`src/design/rgb_luma_histogram_core_assert.svh`:
```
// assertion macros for the histogram core
// expects signals clk and arst_n in the module that uses them
`ifndef RGB_LUMA_HISTOGRAM_CORE_ASSERT_SVH
`define RGB_LUMA_HISTOGRAM_CORE_ASSERT_SVH

// condition implies consequence in the same cycle
`define RLH_ASSERT_SAME(name, ante, cons, msg) \
	name: assert property (@(posedge clk) disable iff (!arst_n) (ante) |-> (cons)) \
		else $error(msg);

// condition implies consequence in the next cycle
`define RLH_ASSERT_NEXT(name, ante, cons, msg) \
	name: assert property (@(posedge clk) disable iff (!arst_n) (ante) |=> (cons)) \
		else $error(msg);

`endif

```
`src/design/rlh_pkg.sv`:
```
// shared types and constants of the rgb and luminance histogram core
// no dependencies
package rlh_pkg;

	localparam int COUNT_BITS    = 20;
	localparam int BIN_BITS      = 8;
	localparam int CHAN_BITS     = 2;
	localparam int ADDR_BITS     = CHAN_BITS + BIN_BITS;
	localparam int STORE_DEPTH   = 1 << ADDR_BITS;
	localparam int SIDE_BITS     = 14;
	localparam int POS_BITS      = 13;
	localparam int STEP_BITS     = 6;
	localparam int PHASE_BITS    = 5;
	localparam int CFG_ADDR_BITS = 3;
	localparam int CFG_DATA_BITS = 32;

	localparam logic [SIDE_BITS-1:0] MAX_SIDE   = 14'd8192;
	localparam logic [SIDE_BITS-1:0] SIDE_RESET = 14'd256;

	localparam logic REG_WIDTH  = 1'b0;
	localparam logic REG_HEIGHT = 1'b1;

	localparam logic [1:0] OP_START = 2'd0;
	localparam logic [1:0] OP_PIXEL = 2'd1;
	localparam logic [1:0] OP_READ  = 2'd2;

	localparam logic [CHAN_BITS-1:0] CH_RED   = 2'd0;
	localparam logic [CHAN_BITS-1:0] CH_GREEN = 2'd1;
	localparam logic [CHAN_BITS-1:0] CH_BLUE  = 2'd2;
	localparam logic [CHAN_BITS-1:0] CH_LUMA  = 2'd3;

	typedef enum logic [1:0] {
		ST_CLEAR,
		ST_IDLE,
		ST_UPDATE,
		ST_READ
	} rlh_state_t;

	typedef struct packed {
		logic [SIDE_BITS-1:0] width;
		logic [SIDE_BITS-1:0] height;
	} rlh_geom_t;

	typedef struct packed {
		logic clear;
		logic advance;
	} rlh_pos_cmd_t;

endpackage

```
`src/design/rlh_cfg.sv`:
```
// frame size registers behind the apb port, with clamping of the sizes
// depends on rlh_pkg
module rlh_cfg import rlh_pkg::*; (
	input  logic                     clk,
	input  logic                     arst_n,
	input  logic                     psel,
	input  logic                     penable,
	input  logic                     pwrite,
	input  logic [CFG_ADDR_BITS-1:0] paddr,
	input  logic [CFG_DATA_BITS-1:0] pwdata,
	output logic [CFG_DATA_BITS-1:0] prdata,
	output logic                     pready,
	output rlh_geom_t                geom
);

	logic [SIDE_BITS-1:0] width_q;
	logic [SIDE_BITS-1:0] height_q;
	logic                 wr_en;

	assign pready = 1'b1;
	assign wr_en  = psel & penable & pwrite & pready;

	always_ff @(posedge clk or negedge arst_n) begin
		if (!arst_n) begin
			width_q  <= SIDE_RESET;
			height_q <= SIDE_RESET;
		end else if (wr_en) begin
			case (paddr[2])
				REG_WIDTH:  width_q  <= pwdata[SIDE_BITS-1:0];
				REG_HEIGHT: height_q <= pwdata[SIDE_BITS-1:0];
				default: ;
			endcase
		end
	end

	always_comb begin
		case (paddr[2])
			REG_WIDTH:  prdata = CFG_DATA_BITS'(width_q);
			REG_HEIGHT: prdata = CFG_DATA_BITS'(height_q);
			default:    prdata = '0;
		endcase
	end

	// zero is passed on as one, anything above the maximum side as the maximum
	always_comb begin
		if (width_q == '0) begin
			geom.width = SIDE_BITS'(1);
		end else if (width_q > MAX_SIDE) begin
			geom.width = MAX_SIDE;
		end else begin
			geom.width = width_q;
		end
		if (height_q == '0) begin
			geom.height = SIDE_BITS'(1);
		end else if (height_q > MAX_SIDE) begin
			geom.height = MAX_SIDE;
		end else begin
			geom.height = height_q;
		end
	end

endmodule

```
`config.mk`:
```
export PLATFORM = sky130hd
export DESIGN_NAME = rlh_cfg
export DESIGN_NICKNAME = d
export VERILOG_FILES = /design/src/design/rgb_luma_histogram_core_assert.svh /design/src/design/rlh_pkg.sv /design/src/design/rlh_cfg.sv
export SDC_FILE = /design/constraint.sdc
export NUM_CORES = 1
export LEC_CHECK = 0
export ABC_CLOCK_PERIOD_IN_PS = 2100
export BUFFER_PORTS_ARGS = -buffer_cell sky130_fd_sc_hd__buf_2
export CAP_MARGIN = 10
export CELL_PAD_IN_SITES_DETAIL_PLACEMENT = 2
export CELL_PAD_IN_SITES_GLOBAL_PLACEMENT = 2
export CORE_ASPECT_RATIO = 2
export CORE_MARGIN = 2
export CORE_UTILIZATION = 25
export DETAILED_ROUTE_END_ITERATION = 8
export PLACE_DENSITY = 0.85
export REMOVE_ABC_BUFFERS = 1
export SLEW_MARGIN = 20
export SYNTH_ARGS = -nofsm -noshare
export SYNTH_HDL_FRONTEND = slang
export SYNTH_SLANG_ARGS = --single-unit
```
`constraint.sdc`:
```
create_clock -name clk -period 2.1 [get_ports clk]
set_clock_uncertainty 0.1 [all_clocks]
set_input_delay 0.42 -clock clk [delete_from_list [all_inputs] [get_ports clk]]
set_output_delay 0.42 -clock clk [all_outputs]
set_load 0.01 [all_outputs]
```
# After elaboration in Yosys (flattened, before gate mapping)
# Cells that the tools add are included.
totals:
  ff_bits: 28
  output_inout_bits: 61
classes:
  n_lt_le_gt_ge: 2
  n_mux: 5
  reduce_logical: 4
  bitwise: 3
ops:
  columns: ["cell", "count"]
  rows:
  - ["one-hot mux 32 bit (2 select lines)", 1]
  - ["2-to-1 mux 14 bit", 4]
  - ["> comparator 14 bit, second input constant", 2]
  - ["logical NOT 14 bit", 2]
  - ["AND reduction 2 bit", 2]
  - ["AND 1 bit", 2]
  - ["NOT 1 bit", 1]

# Logic depth before layout (Yosys ltp)
depth:
  depth_word: 3
  ltp_mapped: 4

# Worst setup path after synthesis
# OpenSTA, ideal clock, no wires.
synth_timing:
  path_kind: "flip-flop to output port"
  from: "register width_q[1]"
  to: "output geom[14] (netlist name)"
  stages_incl_launch_ff: 3
  path_buffers: 0
  slack_ps: 268
  t_arrival_ps: 1312
  cell_sequence: "dfrtp_1 -> or4_4 -> o41ai_2"
synth_lines:
  columns: ["item", "line", "rtl"]
  rows:
  - ["start: declaration", "rlh_cfg.sv:16", "logic [SIDE_BITS-1:0] width_q;"]
  - ["start signal: assignment", "rlh_cfg.sv:29", "REG_WIDTH: width_q <= pwdata[SIDE_BITS-1:0];"]
  - ["end: declaration", "rlh_cfg.sv:13", "output rlh_geom_t geom"]

==> summary.md <==
| Metric | Value |
|---|---|
| Worst EP arrival | `1.75 ns` |
| RR Endpoint | `width_q[13]` |
| Clock transition at the registers of the reported paths | `0.07 ns` |
| Slew Limit Fails | `0` |
| # setup viols final | `2` |
| Final wirelength | `4930 µm` |
| YS warnings | `0` |
| Leakage power | `0.00111 µW` |
| Total power | `2170 µW` |
| Reg2Reg Depth | `2` |
| Tightest Pin Transition | `0.664 ns` |
| Synth cell types | `15` |
| Die Span Y | `119 µm` |
| Crit. End Element | `output pin` |
| CTS tree | `built` |
| Outcome | `complete, but fails checks` |
| Skew-Pair Late Insertion Delay | `0.26 ns` |
| Placer Congestion | `0.737` |
| Failing checks | `setup timing` |
| First-pass GRT wire length | `7600 µm` |
| CTS buffer count | `3` |
| R2r startpoint | `width_q[13]` |
| Hold-fix buffers, CTS | `0` |
| Number of remaining DRC errors | `0` |
| Syn_area_per_cell | `12.2 µm²` |
| Crit Path Max Fanout | `2` |
| Chip width | `61.5 µm` |
| CP startpoint kind | `flip-flop` |
| Cell Pwr Density | `993 nW/µm²` |
| Critical Setup Path Class | `flip-flop to output pin` |
| Aggregate negative setup slack | `-0.301 ns` |
| Design area | `2190 µm²` |
| Total GRT Usage | `0.144` |
| Clk sinks | `28` |
| Min-Delay Path Class | `input port to asynchronous set/reset pin` |
| Fmax | `441 MHz` |
| Register area share after synthesis | `0.426` |
| Detailed router's first-iteration violation count | `15` |
| Area contributors post-synth | `dfrtp_1, mux2_2, nor2b_1, buf_4, dfstp_2` |
| FILL cells | `729` |
| Max_cap viols | `0` |
| Die footprint | `7310 µm²` |
| Fin crit period | `2.27 ns` |
| Normalized max-slew margin | `0.557` |
| R2R Setup Slk | `0.79 ns` |
| Hold Fails Final Rpt | `0` |
| Yosys top cell area share | `0.394` |
| Antenna viol nets, final | `0` |
| Grt ovf | `0` |
| Via count | `1241` |
| H-Tree Depth | `1` |
| Core area | `6360 µm²` |
| CP required | `1.58 ns` |
| Leading area contributor after synthesis | `dfrtp_1` |
| Final Cycle Share | `1.08` |
| Largest net degree at the start of global routing | `29` |
| RSZ-0062 raised after global routing | `true` |
| Cell Area, Placed | `2000 µm²` |
| Placed insts | `280` |
| PortBufs | `61` |
| #FFs+latches synth | `28` |
| Cells after Synth | `135` |
| Starting Density | `0.260` |
| # diodes | `0` |
| DRT Pass-1 Iters | `3` |
| Routed length per instance | `17.0 µm` |
| Root Buffer | `clkbuf_16` |
| Ratio of cells with drive above 1 in the final layout | `0.647` |
| Detailed-placement wirelength estimate | `3730 µm` |
| Final WS setup | `-0.168 ns` |
| Initial antenna violation count | `0` |
| Maximum buffer depth of the clock tree | `2` |
| Nets@finish | `245` |
| Synthesis-to-layout area growth | `32.5%` |
| Io pins | `101` |
| Cell Rows | `41` |
| Vias/cell | `4.28` |
| Final cell count without fillers | `290` |
| Post-Syn Area | `1650 µm²` |
| Max VDD drop | `0.360 mV` |
| Vias in the first global route | `1362` |
-- registers in the layout, summed over array words and instances (netlist names) --
register  flops
height_q     14
width_q      14
-- critical path, cell delays in order, from the launching register on --
cell,delay (ns)
dfrtp_1,0.39
or4_4,0.56
o41ai_4,0.35
buf_2,0.18
-- cells by family (layout without fill, tap and decap cells) --
family,Yosys count,count (layout),synth area share
multiplexers,42,42,0.286
buffers and inverters,27,79,0.111
AO/OA/AOI/OAI,2,2,0.0197
flip-flops,28,28,0.426
AND/OR/NAND/NOR,34,34,0.152
other,2,19,0.00455
-- synth_stat cells, drive strengths merged --
library cell and number:
buf 23, clkbuf 4, conb 2, dfrtp 26, dfstp 2, mux2 42, nand2b 2, nand4 1
nand4b 1, nor2b 24, o41ai 2, or4 6
-- placed cells by master (no fill, tap or decap) --
master,netlist,routed
mux2_2,42,42
bufinv_16,0,1
buf_4,19,14
nand4b_4,1,1
nand4_2,1,1
or4_4,2,5
clkbuf_16,0,3
o41ai_4,0,2
conb_1,2,19
or4_1,4,1
dfrtp_1,26,26
buf_2,3,61
nor2b_1,24,24
dfstp_2,2,2
nand2b_1,2,2
-- routing by layer --
layer	routed length [µm]	vias to the layer above	track usage	share of wire
li1	-	563	-	-
met1	1650	623	0.162	0.33
met2	2990	51	0.268	0.61
met3	216	4	0.0119	0.044
met4	74	0	0.0479	0.015
met5	0	-	0	0
-- report_power, final --
| group | internal (µW) | leakage [µW] | switching [µW] | total, µW |
|---|---|---|---|---|
| clock network | 380 | 0.0000511 | 191 | 571 |
| registers | 665 | 0.000333 | 140 | 805 |
| logic | 429 | 0.000722 | 369 | 798 |
| total | 1470 | 0.00111 | 700 | 2170 |
-- per-stage QoR --
| stage | setup WS, ns | utilization | hold WS [ns] |
|---|---|---|---|
| after floorplan | 0.268 | - | 0.0244 |
| after global placement | 0.0896 | 0.315 | 0.366 |
| after detailed placement | 0.0658 | 0.315 | 0.381 |
| after CTS | -0.180 | 0.343 | 0.0972 |
| after global routing | -0.226 | 0.344 | 0.113 |
| final | -0.168 | 0.344 | 0.0800 |
-- cell type report --
class,instances,area (µm²),area share
clock inverter,1,30.0,0.0137
multi-input combinational,97,862,0.394
timing repair buffer,75,410,0.188
tap,86,108,0.0492
clock buffer,3,75.1,0.0343
sequential,28,703,0.321
-- worst max-delay path by stage --
| stage | from | endpoint | slack [ns] | depth (start not counted) |
|---|---|---|---|---|
| after floorplan | width_q[1] | geom[14] | 0.27 | 2 |
| after global placement | width_q[1] | geom[14] | 0.09 | 3 |
| after detailed placement | width_q[1] | geom[14] | 0.07 | 3 |
| after CTS | width_q[11] | geom[14] | -0.18 | 3 |
| after global routing | width_q[10] | geom[14] | -0.23 | 3 |
| final | width_q[10] | geom[14] | -0.17 | 3 |
-- what timing repair did --
item                                    in CTS  in global routing
buffers inserted                             5                  1
endpoints found under the setup margin       2                  2
gates resized for setup                      5                  0
pin swaps                                    4                  3
(Power assumes the default switching activity.)
