==> config.mk <==
export PLATFORM = sky130hd
export DESIGN_NAME = rlh_raster
export DESIGN_NICKNAME = d
export VERILOG_FILES = /design/src/design/rgb_luma_histogram_core_assert.svh /design/src/design/rlh_pkg.sv /design/src/design/rlh_raster.sv
export SDC_FILE = /design/constraint.sdc
export NUM_CORES = 1
export LEC_CHECK = 0
export BUFFER_PORTS_ARGS = -buffer_cell sky130_fd_sc_hd__buf_2
export CAP_MARGIN = 25
export CORE_MARGIN = 4
export CORE_UTILIZATION = 28
export CTS_BUF_LIST = sky130_fd_sc_hd__clkbuf_2
export DETAILED_ROUTE_END_ITERATION = 8
export PLACE_DENSITY = 0.5
export SYNTH_ARGS = -nofsm -noshare
export SYNTH_HDL_FRONTEND = slang
export SYNTH_SLANG_ARGS = --single-unit
export TNS_END_PERCENT = 20
==> constraint.sdc <==
create_clock -name clk -period 4.28 [get_ports clk]
set_clock_uncertainty 0.05 [all_clocks]
set_input_delay 0.214 -clock clk [delete_from_list [all_inputs] [get_ports clk]]
set_output_delay 0.214 -clock clk [all_outputs]
set_load 0.01 [all_outputs]
==> src/design/rgb_luma_histogram_core_assert.svh <==
// assertion macros for the histogram core
// expects signals clk and arst_n in the module that uses them
`ifndef RGB_LUMA_HISTOGRAM_CORE_ASSERT_SVH
`define RGB_LUMA_HISTOGRAM_CORE_ASSERT_SVH

// condition implies consequence in the same cycle
`define RLH_ASSERT_SAME(name, ante, cons, msg) \
	name: assert property (@(posedge clk) disable iff (!arst_n) (ante) |-> (cons)) \
		else $error(msg);

// condition implies consequence in the next cycle
`define RLH_ASSERT_NEXT(name, ante, cons, msg) \
	name: assert property (@(posedge clk) disable iff (!arst_n) (ante) |=> (cons)) \
		else $error(msg);

`endif

==> src/design/rlh_pkg.sv <==
// shared types and constants of the rgb and luminance histogram core
// no dependencies
package rlh_pkg;

	localparam int COUNT_BITS    = 20;
	localparam int BIN_BITS      = 8;
	localparam int CHAN_BITS     = 2;
	localparam int ADDR_BITS     = CHAN_BITS + BIN_BITS;
	localparam int STORE_DEPTH   = 1 << ADDR_BITS;
	localparam int SIDE_BITS     = 14;
	localparam int POS_BITS      = 13;
	localparam int STEP_BITS     = 6;
	localparam int PHASE_BITS    = 5;
	localparam int CFG_ADDR_BITS = 3;
	localparam int CFG_DATA_BITS = 32;

	localparam logic [SIDE_BITS-1:0] MAX_SIDE   = 14'd8192;
	localparam logic [SIDE_BITS-1:0] SIDE_RESET = 14'd256;

	localparam logic REG_WIDTH  = 1'b0;
	localparam logic REG_HEIGHT = 1'b1;

	localparam logic [1:0] OP_START = 2'd0;
	localparam logic [1:0] OP_PIXEL = 2'd1;
	localparam logic [1:0] OP_READ  = 2'd2;

	localparam logic [CHAN_BITS-1:0] CH_RED   = 2'd0;
	localparam logic [CHAN_BITS-1:0] CH_GREEN = 2'd1;
	localparam logic [CHAN_BITS-1:0] CH_BLUE  = 2'd2;
	localparam logic [CHAN_BITS-1:0] CH_LUMA  = 2'd3;

	typedef enum logic [1:0] {
		ST_CLEAR,
		ST_IDLE,
		ST_UPDATE,
		ST_READ
	} rlh_state_t;

	typedef struct packed {
		logic [SIDE_BITS-1:0] width;
		logic [SIDE_BITS-1:0] height;
	} rlh_geom_t;

	typedef struct packed {
		logic clear;
		logic advance;
	} rlh_pos_cmd_t;

endpackage

==> src/design/rlh_raster.sv <==
// raster position and subsampling phase counters
// depends on rlh_pkg
module rlh_raster import rlh_pkg::*; (
	input  logic         clk,
	input  logic         arst_n,
	input  rlh_geom_t    geom,
	input  rlh_pos_cmd_t cmd,
	output logic         counted
);

	logic [POS_BITS-1:0]   col_q;
	logic [POS_BITS-1:0]   row_q;
	logic [PHASE_BITS-1:0] col_ph_q;
	logic [PHASE_BITS-1:0] row_ph_q;
	logic [STEP_BITS-1:0]  step_w;
	logic [STEP_BITS-1:0]  step_h;
	logic [STEP_BITS-1:0]  step;
	logic [SIDE_BITS-1:0]  col_inc;
	logic [SIDE_BITS-1:0]  row_inc;
	logic [STEP_BITS-1:0]  col_ph_inc;
	logic [STEP_BITS-1:0]  row_ph_inc;

	assign step_w = geom.width[SIDE_BITS-1:BIN_BITS];
	assign step_h = geom.height[SIDE_BITS-1:BIN_BITS];

	always_comb begin
		step = (step_w > step_h) ? step_w : step_h;
		if (step == '0) begin
			step = STEP_BITS'(1);
		end
	end

	assign col_inc    = {1'b0, col_q} + SIDE_BITS'(1);
	assign row_inc    = {1'b0, row_q} + SIDE_BITS'(1);
	assign col_ph_inc = {1'b0, col_ph_q} + STEP_BITS'(1);
	assign row_ph_inc = {1'b0, row_ph_q} + STEP_BITS'(1);
	assign counted    = (col_ph_q == '0) && (row_ph_q == '0);

	always_ff @(posedge clk or negedge arst_n) begin
		if (!arst_n) begin
			col_q    <= '0;
			row_q    <= '0;
			col_ph_q <= '0;
			row_ph_q <= '0;
		end else if (cmd.clear) begin
			col_q    <= '0;
			row_q    <= '0;
			col_ph_q <= '0;
			row_ph_q <= '0;
		end else if (cmd.advance) begin
			if (col_inc >= geom.width) begin
				col_q    <= '0;
				col_ph_q <= '0;
				if (row_inc >= geom.height) begin
					row_q    <= '0;
					row_ph_q <= '0;
				end else begin
					row_q    <= row_inc[POS_BITS-1:0];
					row_ph_q <= (row_ph_inc >= step) ? '0 : row_ph_inc[PHASE_BITS-1:0];
				end
			end else begin
				col_q    <= col_inc[POS_BITS-1:0];
				col_ph_q <= (col_ph_inc >= step) ? '0 : col_ph_inc[PHASE_BITS-1:0];
			end
		end
	end

endmodule
After elaboration in Yosys (flattened, before gate mapping)
Cells that the tools add are included.
{ "classes": {"muxes": 18, "add_sub_neg": 4, "order_cmp": 5, "n_reduce_logical": 7} }
{ "ops": {"columns": ["operator", "n"], "rows": [
  ["$mux 13", 7],
  ["$mux 5", 9],
  ["$add 13x1->14 const B", 2],
  ["$ge 14x14->1", 2],
  ["$add 5x1->6 const B", 2],
  ["$ge 6x6->1", 2],
  ["$mux 6", 2],
  ["$logic_not 5->1", 2],
  ["$gt 6x6->1", 1],
  ["$logic_not 6->1", 1],
  ["$reduce_bool 2->1", 2],
  ["$reduce_and 2->1", 1],
  ["$logic_and 1x1->1", 1]
]} }
{ "totals": {"input_bits": 32, "ff_bits": 36, "out_inout_bits": 1, "word_cells": 38} }

Logic depth before layout (Yosys ltp)
{ "depth": {"ltp_word": 10, "ltp_mapped": 15, "mapped_depth_nobuf": 15} }

Worst setup path before layout
OpenSTA, ideal clock, no wires.
{ "synth_path": {"path_kind": "reg-to-reg", "startpoint": "reg row_q[2]", "endpoint": "reg row_q[9]", "slack_ns": 1.003, "arrival_time_ns": 3.106, "path_buffers": 1, "path_stages_with_launch": 15, "synth_period_minus_slack_ns": 3.277, "required_ns": 4.109, "cell_sequence": "dfrtp_1 and3_1 nand3_1 nor2_1 and3_1 xnor2_1 inv_1 ha_1 nand4_1 or3_1 a221o_1 and2_4 buf_6 a211o_1 a22o_1"} }
{ "synth_between": {"elab_chain_cells": 6} }
{ "synth_lines": {"columns": ["item", "line_no", "text"], "rows": [
  ["from (decl)", "rlh_raster.sv:12", "logic [POS_BITS-1:0] row_q;"],
  ["from (signal assigned)", "rlh_raster.sv:58", "row_q <= row_inc[POS_BITS-1:0];"],
  ["$add 13x1->14 (*)", "rlh_raster.sv:34", "assign row_inc = {1'b0, row_q} + SIDE_BITS'(1);"],
  ["$ge 14x14->1", "rlh_raster.sv:54", "if (row_inc >= geom.height) begin"],
  ["$mux 13 (*)", "rlh_raster.sv:54", null],
  ["$mux 13 (*)", "rlh_raster.sv:51", "if (col_inc >= geom.width) begin"],
  ["$mux 13 (*)", "rlh_raster.sv:50", "end else if (cmd.advance) begin"],
  ["$mux 13 (*)", "rlh_raster.sv:45", "end else if (cmd.clear) begin"]
]} }
Every way passes the cells marked *; elsewhere a longest branch is shown, timed or not. The select of a mux whose other input is x is not followed.
A chain may end at the register's enable or synchronous reset.

Worst setup path in the final report
Ends and elaborated chain as after synthesis.

==> out/results.ini <==
[status]
outcome = finished, final reports clean

[sta]
rsz0062_at_grt = false
fin_crit_sh = 0.864
maxSlewHeadroom = 0.415
tightest_slew_ps = 877
whs_ps = 139
timing.final.crit_period_ps = 3700
slew_viol_final = 0
hold_violations = 0
fin_setup_tns_ps = 0
setup_viol = 0
fmax_mhz = 270

[worst_setup_path]
cpPeakStageDelay_ps = 500
endpoint_kind = register
cp-startpoint = row_q[2]$_DFFE_PN0P_
worstReg2RegStart = row_q[2]$_DFFE_PN0P_
worstPathRequired_ps = 4520
crit_arrival_ps = 3940
cp_cell_sequence = and3_1 -> nand3_1 -> nor2_1 -> and3_1 -> xnor2_1 -> inv_1 -> ha_1 -> nand4_1 -> or3_1 -> a221o_1 -> and2_4 -> a211o_1 -> a22o_1
timing.rr.end = row_q[9]$_DFFE_PN0P_
cp_max_fo = 14
cp_slowest_cell = dfrtp_1
critPathKind = register to register
critical_path.endpoint = row_q[9]$_DFFE_PN0P_
reg2reg_depth = 13
startpoint_type = register
reg2reg_slack_ps = 580
cpMostUsedCell = and3_1

[clocking]
cts_tree = yes
clk_latency_ps = 400
cts.htree.levels = 2
cts_made_buffers = 5
clk_pin_slew_ps = 230
clock-sinks = 36
cts_root_buffer = clkbuf_2
clockBufferDepth = 2
cts-resized-gates = 0

[floorplanning]
die_h_um = 116
die_width_um = 116
start_util = 0.286
dieArea_mm2 = 0.0134
core_mm2 = 0.0114
rows = 39
pin_count = 33

[logic_synthesis]
synth_edf_count = 0
synth_ff_type = dfrtp_1
syn-num-nets = 465
synthMuxAreaShare = 0.0220
synthAdderAreaFrac = 0.200
synth_compound_area_frac = 0.186
ys_seq_area_frac = 0.277
yosysWarnings = 0
synth_area_per_cell_um2 = 8.53
yosys.cell_types.count = 43
synth_xor_area_frac = 0.0728
synth_top_family_by_area = adder cells
yosys.area_share.simple = 0.176
ys_seq_elements = 36
async_flop_share = 1.00
syn-cell-area_mm2 = 0.00325
syn_inst = 381

[power_and_ir_drop]
p_leak_nw = 1.83
power_density_mw_per_mm2 = 236
totalPowerFinal_mw = 0.856
peakVddDrop_uv = 117

[drt]
vias = 2765
drt_iter0_drc = 71
wl_per_cell_um = 14.3
route.detailed.drc = 0
vias_per_cell = 4.98
first_pass_iters = 4
antenna_left = 0
routed_wl_um = 7950

[global_route]
grt_pass1_wl_um = 13500
overflow = 0
grt_max_degree = 37
antenna_found_initial = 0
grt_pass1_vias = 2750
grt_usage = 0.125

[final_layout]
multi_input_area_mm2 = 0.00214
diodes = 0
regArea_um2 = 901
fillers = 1243
syn_to_final_growth_pct = 11.7
post-route-util = 0.319
drive_gt1_frac = 0.121
fin_area_mm2 = 0.00363
layout.nets = 495

[worst_hold_path]
hp-class = input pin to register

[flow_run]
cap_violations = 0

[place]
place_area_mm2 = 0.00355
globalplace.congestion = 0.794
portBuffers = 32
dp_hpwl_um = 6170

-- where the power goes --
part           switching [mW]  internal (mW)
Clock                   0.130          0.101
Combinational           0.130          0.104
Sequential             0.0319          0.359
Total                   0.293          0.564
-- Yosys cell counts, types with 2 or more instances --
| master | count | area share |
|---|---|---|
| clkbuf_1 | 9 | 0.010 |
| nor2b_1 | 2 | 0.0039 |
| and3_1 | 6 | 0.012 |
| o211ai_1 | 2 | 0.0046 |
| a211oi_1 | 2 | 0.0046 |
| a22o_1 | 7 | 0.019 |
| dfrtp_1 | 36 | 0.28 |
| ha_1 | 52 | 0.20 |
| a21o_1 | 6 | 0.014 |
| xor2_1 | 10 | 0.027 |
| o21ai_1 | 11 | 0.017 |
| a21oi_1 | 16 | 0.025 |
| nand2b_1 | 5 | 0.0096 |
| nand4_1 | 7 | 0.013 |
| or3_1 | 3 | 0.0058 |
| nand3_1 | 21 | 0.032 |
| nor3_1 | 7 | 0.011 |
| a32o_1 | 8 | 0.025 |
| buf_2 | 2 | 0.0031 |
| inv_1 | 42 | 0.049 |
| nand2_1 | 24 | 0.028 |
| mux2i_1 | 6 | 0.018 |
| nor4_1 | 4 | 0.0077 |
| o21ai_0 | 21 | 0.032 |
| or2_0 | 2 | 0.0039 |
| a211o_1 | 6 | 0.016 |
| nor2_1 | 22 | 0.025 |
| or2_2 | 4 | 0.0077 |
| xnor2_1 | 17 | 0.046 |
| a31oi_1 | 7 | 0.013 |
| and4_1 | 2 | 0.0054 |
-- worst min path at each step --
stage	start	endpoint	slack [ps]	cells past startpoint
after floorplan	arst_n	col_ph_q[0]$_DFFE_PN0P_	-130	0
after global placement	arst_n	row_q[5]$_DFFE_PN0P_	350	1
after detailed placement	arst_n	row_q[5]$_DFFE_PN0P_	340	1
after CTS	cmd[1]	col_q[6]$_DFFE_PN0P_	130	3
after global routing	cmd[1]	col_q[2]$_DFFE_PN0P_	130	3
final	cmd[1]	col_q[6]$_DFFE_PN0P_	140	3
-- cell usage in the layout, fill, tap and decap left out, types with 10 or more instances in the layout --
cell | netlist | final
xnor2_1 | 17 | 17
a21oi_1 | 16 | 15
nor2_1 | 22 | 21
ha_1 | 52 | 52
inv_1 | 42 | 42
buf_2 | 2 | 32
dfrtp_1 | 36 | 36
o21ai_0 | 21 | 21
xor2_1 | 10 | 10
nand2_1 | 24 | 24
nand3_1 | 21 | 21
o21ai_1 | 11 | 11
-- timing repair --
| action | in CTS | in global routing |
|---|---|---|
| endpoints found under the hold margin | 36 | 0 |
| buffers inserted | 0 | 0 |
| hold buffers | 1 | 0 |
| setup endpoints to repair | 0 | 0 |
-- registers in the layout, indices dropped and copies added, names as in the netlist --
name and flops:
col_q 13, row_q 13, col_ph_q 5, row_ph_q 5
-- final cells by class --
| class | count | area share |
|---|---|---|
| inverters | 42 | 0.0434 |
| multi-input cells | 291 | 0.590 |
| clock buffers | 6 | 0.00828 |
| clock inverters | 2 | 0.00966 |
| flip-flops and latches | 36 | 0.248 |
| repair buffers | 35 | 0.0510 |
| well taps | 143 | 0.0493 |
-- worst max-delay path, delay by kind of cell, from the launching register on --
family	cells	cell delay (ps)
flops	1	500
fa+ha+maj	1	290
simple gates	7	1690
xor+xnor	1	160
compound gates	3	830
buf+inv	1	70
-- stage by stage --
step	worst slack, ps	instances
6_report	580	555
5_1_grt	259	555
4_1_cts	510	555
3_5_place_dp	559	546
3_3_place_gp	515	546
2_1_floorplan	1000	381
-- per-layer routing --
layer,up-vias,global-route usage,part of all wire,routed length [um]
li1,1426,-,-,-
met1,1303,0.170,0.50,3970
met2,32,0.211,0.47,3730
met3,4,0.0198,0.026,203
met4,0,0.0217,0.0065,52
met5,-,0,0,0
-- logic make-up (layout without fill, tap and decap cells) --
kind of cell,count (synthesis),in the layout
compound gates,92,92
xor+xnor,27,27
fa+ha+maj,52,52
buf+inv,54,85
flops,36,36
mux,7,7
simple gates,113,113
No activity file was read; power rests on OpenSTA's default activity.
